**config.mk**
```make
export PLATFORM = sky130hd
export DESIGN_NAME = fdg_ctrl
export DESIGN_NICKNAME = d
export VERILOG_FILES = /design/src/hdl/fdg_pkg.sv /design/src/hdl/fdg_ctrl.sv
export SDC_FILE = /design/constraint.sdc
export NUM_CORES = 1
export LEC_CHECK = 0
export ABC_AREA = 1
export BUFFER_PORTS_ARGS = -buffer_cell sky130_fd_sc_hd__buf_2
export CORE_AREA = 5 5 42 44
export DETAILED_ROUTE_END_ITERATION = 6
export DIE_AREA = 0 0 47 49
export GPL_TIMING_DRIVEN = 0
export SETUP_SLACK_MARGIN = 0.1
export SYNTH_ARGS = -nofsm -noshare
export SYNTH_HDL_FRONTEND = slang
export SYNTH_SLANG_ARGS = --single-unit
```
**constraint.sdc**
```tcl
create_clock -name clk -period 1.4 [get_ports clk]
set_clock_uncertainty 0.1 [all_clocks]
set_input_delay 0.21 -clock clk [delete_from_list [all_inputs] [get_ports clk]]
set_output_delay 0.21 -clock clk [all_outputs]
set_load 0.02 [all_outputs]
```
**src/hdl/fdg_pkg.sv**
```systemverilog
// Shared types and constants for the face-down gesture detector.
// No dependencies; fdg_in_if, fdg_ctrl, fdg_dp and the top level import this package.
package fdg_pkg;

  localparam int TIME_W  = 64;
  localparam int ACCEL_W = 16;
  localparam int WIN_W   = 32;
  localparam int CFG_W   = 32;
  localparam int CFG_IDX_W = 2;

  localparam int UP_FIFO_DEPTH_DEF = 64;

  localparam logic signed [ACCEL_W-1:0] DOWN_THRESHOLD_RST = -16'sd9215;
  localparam logic signed [ACCEL_W-1:0] UP_THRESHOLD_RST   = 16'sd9215;
  localparam logic [WIN_W-1:0]          WINDOW_LENGTH_RST  = 32'd200000;

  // Configuration register indexes.
  typedef enum logic [CFG_IDX_W-1:0] {
    REG_DOWN_THRESHOLD = 2'd0,
    REG_UP_THRESHOLD   = 2'd1,
    REG_WINDOW_LENGTH  = 2'd2
  } fdg_reg_t;

  // Commands from the controller to the datapath.
  typedef struct packed {
    logic load;    // capture the accepted request
    logic pop;     // drop the head entry of the up-time queue
    logic push;    // apply the down/up updates of the current sample
    logic finish;  // evaluate the gesture and load the result register
  } fdg_cmd_t;

  // Status from the datapath to the controller.
  typedef struct packed {
    logic empty;    // the up-time queue holds no entry
    logic expired;  // the head entry just read is older than the window
  } fdg_sts_t;

endpackage

```
**src/hdl/fdg_ctrl.sv**
```systemverilog
// Sequencing state machine of the face-down gesture detector.
// Depends on fdg_pkg for the command and status structs.
module fdg_ctrl
  import fdg_pkg::*;
(
  input  logic     clk,
  input  logic     rst,
  input  logic     in_valid,
  output logic     in_ready,
  output logic     out_valid,
  input  logic     out_ready,
  input  fdg_sts_t sts,
  output fdg_cmd_t cmd
);

  typedef enum logic [2:0] {
    S_IDLE,
    S_CHECK,
    S_EVAL,
    S_PUSH,
    S_READ,
    S_FINAL
  } state_t;

  state_t state;
  state_t state_next;
  logic   out_free;

  assign out_free = !out_valid || out_ready;
  assign in_ready = (state == S_IDLE);

  always_comb begin
    cmd        = '0;
    state_next = state;
    case (state)
      S_IDLE: begin
        if (in_valid) begin
          cmd.load   = 1'b1;
          state_next = S_CHECK;
        end
      end
      S_CHECK: begin
        state_next = sts.empty ? S_PUSH : S_EVAL;
      end
      S_EVAL: begin
        if (sts.expired) begin
          cmd.pop    = 1'b1;
          state_next = S_CHECK;
        end else begin
          state_next = S_PUSH;
        end
      end
      S_PUSH: begin
        cmd.push   = 1'b1;
        state_next = S_READ;
      end
      S_READ: begin
        state_next = S_FINAL;
      end
      S_FINAL: begin
        if (out_free) begin
          cmd.finish = 1'b1;
          state_next = S_IDLE;
        end
      end
      default: begin
        state_next = S_IDLE;
      end
    endcase
  end

  always_ff @(posedge clk) begin
    if (rst) begin
      state     <= S_IDLE;
      out_valid <= 1'b0;
    end else begin
      state <= state_next;
      if (cmd.finish) begin
        out_valid <= 1'b1;
      end else if (out_ready) begin
        out_valid <= 1'b0;
      end
    end
  end

  a_accept_starts: assert property (@(posedge clk) disable iff (rst)
    (in_valid && in_ready) |=> (state == S_CHECK))
    else $error("accepted request did not start the queue check");

  a_pop_nonempty: assert property (@(posedge clk) disable iff (rst)
    cmd.pop |-> !sts.empty)
    else $error("pop issued on an empty up-time queue");

  a_finish_shows: assert property (@(posedge clk) disable iff (rst)
    cmd.finish |=> (out_valid && state == S_IDLE))
    else $error("finished result not presented");

endmodule

```
**Yosys cells after proc, flatten, opt, wreduce, memory -nomap -nowiden**

Cells that the tools add are included.

- Bits of input ports: 6
- Bits in registers: 4
- Output and inout bits: 6
- Word-level logic and storage cells: 28

- Multiplexer cells: 14
- Equal/unequal tests: 7
- Reductions and logical operators: 5

Operator list:

| cell | number |
|---|---|
| $pmux 3 s6 | 1 |
| $mux 1 | 10 |
| $eq 3x2->1 const B | 2 |
| $eq 3x3->1 const B | 2 |
| $mux 3 | 2 |
| $ne 2x2->1 const B | 2 |
| $eq 3x1->1 const B | 1 |
| $logic_not 3->1 | 1 |
| $mux 2 | 1 |
| $reduce_and 2->1 | 1 |
| $reduce_bool 2->1 | 1 |
| $logic_not 1->1 | 1 |
| $logic_or 1x1->1 | 1 |

**Longest topological paths before layout**

- Depth in word-level cells: 5
- Mapped depth: 7
- Depth with buffers taken out: 7

**Worst setup path after synthesis**

OpenSTA, ideal clock, no wires.

- Path kind: register to output
- Start: register state[1]
- End: output port cmd[2] (netlist bit)
- Data arrival time: 1.168 ns
- Required time: 1.090 ns
- Setup slack: -0.078 ns
- Path buffers: 0
- Cell stages (with the launch flop): 3
- Path through: dfxtp_1 -> inv_2 -> nor4_1

RTL lines:

| what | RTL line | RTL |
|---|---|---|
| start, declared | fdg_ctrl.sv:25 | `state_t state;` |
| start signal, assigned | fdg_ctrl.sv:77 | `state <= state_next;` |
| end, declared | fdg_ctrl.sv:13 | `output fdg_cmd_t cmd` |

==> flow_summary.toml <==
[sta]
setup_ws_ps = 34.8
rsz0062_at_grt = "true"
relSlewSlack_pct = 86.8
slew_viol_final = 0
final_hold_viol_count = 0
fin_crit_sh_pct = 97.5
setup_viol = 0
max_freq_mhz = 733
worstMarginPinSlew_ps = 197
period_minus_slack_ps = 1370
fin_setup_tns_ps = 0

[worst_setup_path]
crit_path_start_kind = "flop"
reg2reg_slack_ps = 200
r2r-start = "state[0]"
required_ps = 1090
r2r_cells = 8
cp-end-kind = "output port"
cp-endpoint = "cmd[0]"
critPathKind = "flop to output port"
r2r_end = "state[0]"
arrival_ps = 1060
critPathMaxFanout = 5
critPathLaunch = "state[1]"

[placed_design]
portBuffers = 11
dp_hpwl_um = 496
postPlaceCellArea_sq_um = 328
preCtsSetupSlack_ps = 160
gp_congestion = 0.663
place_inst = 67

[global_route]
grt-ovfl-total = 0
grt.total_usage_pct = 6.91
grt_max_degree = 8
grt_pass1_wl_mm = 1.12
antenna_found_initial = 0
grt_pass1_vias = 299

[floorplan]
core_area_sq_mm = 0.00140
top_level_ports = 12
fp-row-count = 14
die-area_sq_mm = 0.00230
die_w_um = 47
start_util_pct = 17.6
die_h_um = 49

[detailed_routing]
drc = 0
routed_via_density = 4.21
dr.pass1.iters = 2
wl_per_cell_um = 9.36
final_antenna_net_count = 0
routed-via-count = 303
first_iter_violations = 1
routed_wl_um = 674

[cts]
cts_buffers = 3
clk_pin_slew_worst_paths_ps = 40
insertion_delay_ps = 240
cts_buffer_depth = 2
hold_buffers = 0
cts_tree = "done"
clock-sinks = 4
htree_levels = 1
cts_root_buffer = "clkbuf_4"

[logic_synthesis]
synth-xor-area-share_pct = 0
synthCells = 40
synth_compound_area_share_pct = 9.14
syn-cell-area_sq_um = 246
ys_ff_latch = 4
synth.distinct_cells = 15
synthSimpleGateAreaFrac_pct = 41.6
synth_top_family_by_area = "simple AND/OR/NAND/NOR gates"
synth_top_area_share_pct = 32.5
synth_mux_area_share_pct = 0
ys_warn_count = 0
synth_top_area_cell = "dfxtp_1"
synth_fp_nets = 46
synth.avg_cell_area_sq_um = 6.16
synth.area.top_cells = "dfxtp_1 (32%), inv_1 (12%), nand2_1 (12%), nand3_1 (8.1%), inv_2 (4.6%)"
ys_seq_area_share_pct = 32.5
synthAdderAreaFrac_pct = 0

[power_and_ir_drop]
max-vdd-ir-drop_v = 0.000234
leakage_nw = 0.214
cellPowerDensity_mw_per_mm2 = 950

[min_path]
whs_path_depth = 2
hold_path_class = "input port to flop"

[layout]
final_cell_area_sq_um = 440
area_growth_pct = 78.7
antenna_cells = 0
instances_no_fill = 72
final_layout_size_suffix_gt1_share_pct = 58.9
mostFrequentLayoutCells = "inv_1 (7), nand2_1 (7), buf_2 (6)"
nets = 64

[run_status]
status = "finished clean"

[flow_run]
maxCapViolCount = 0
[how the worst min path moves through the flow]
stage / start / to / slack, ps
2_1_floorplan: rst / state[1] / 180
3_3_place_gp: rst / state[1] / 300
3_5_place_dp: rst / state[1] / 310
4_1_cts: rst / state[1] / 40
5_1_grt: rst / state[1] / 60
6_report: rst / state[1] / 50
[where the power goes]
group          internal, mW  switching (mW)  total (mW)
combinational        0.0613          0.0718       0.133
clock                0.0959          0.0480       0.144
sequential            0.123          0.0181       0.142
[registers in the layout (all words and copies together) (netlist names)]
| name | flops |
|---|---|
| out_valid | 1 |
| state | 3 |
[synthesized netlist by cell type]
| cell | number |
|---|---|
| nor2_1 | 3 |
| nor4_1 | 1 |
| nor2_4 | 1 |
| nand2_1 | 8 |
| nand4_1 | 1 |
| nor2_2 | 1 |
| nand3_1 | 4 |
| a21oi_1 | 2 |
| nor3_1 | 1 |
| inv_2 | 3 |
| nand2_2 | 1 |
| inv_1 | 8 |
| o21ai_1 | 1 |
| dfxtp_1 | 4 |
| o21a_1 | 1 |
[metal layers]
layer	part of all wire (%)	track usage (%)
met4	0.74	6.91
met2	55	10.2
met3	7.0	2.58
met1	37	6.83
met5	0	0
[through the flow]
stage	power (mW)	util (%)	hold WS (ps)
4_1_cts	0.405	28.2	38.8
3_5_place_dp	0.233	23.4	305
2_1_floorplan	0.205	-	179
3_3_place_gp	0.232	23.4	304
6_report	0.419	31.4	46.1
5_1_grt	0.447	31.4	59.9
[area by class of cell]
cell class / count / area [sq um]
clock buffer: 3 / 22.5
fill: 164 / 961
inverter: 11 / 48.8
multi-input combinational: 25 / 164
sequential: 4 / 91.3
tap: 16 / 20.0
timing repair buffer: 13 / 93.8
[worst max-delay path, stage by stage (launching register included)]
cell     delay (ps)
dfxtp_4         370
nor2_4          130
nand2_2          70
nor2_4          120
buf_6           120
[cell families (layout without fill, tap and decap cells)]
logic type             Yosys count  in the layout
AOI/OAI and AO/OA                4              4
and+or+nand+nor                 21             21
buffers and inverters           11             27
DFF                              4              4
[timing repair]
action                     CTS  global route
pin swaps                    1             2
gates resized for setup     15            11
hold endpoints to repair     0             0
setup endpoints to repair    5             5
setup buffers                1             1
Power figures use the tool's default switching activity.
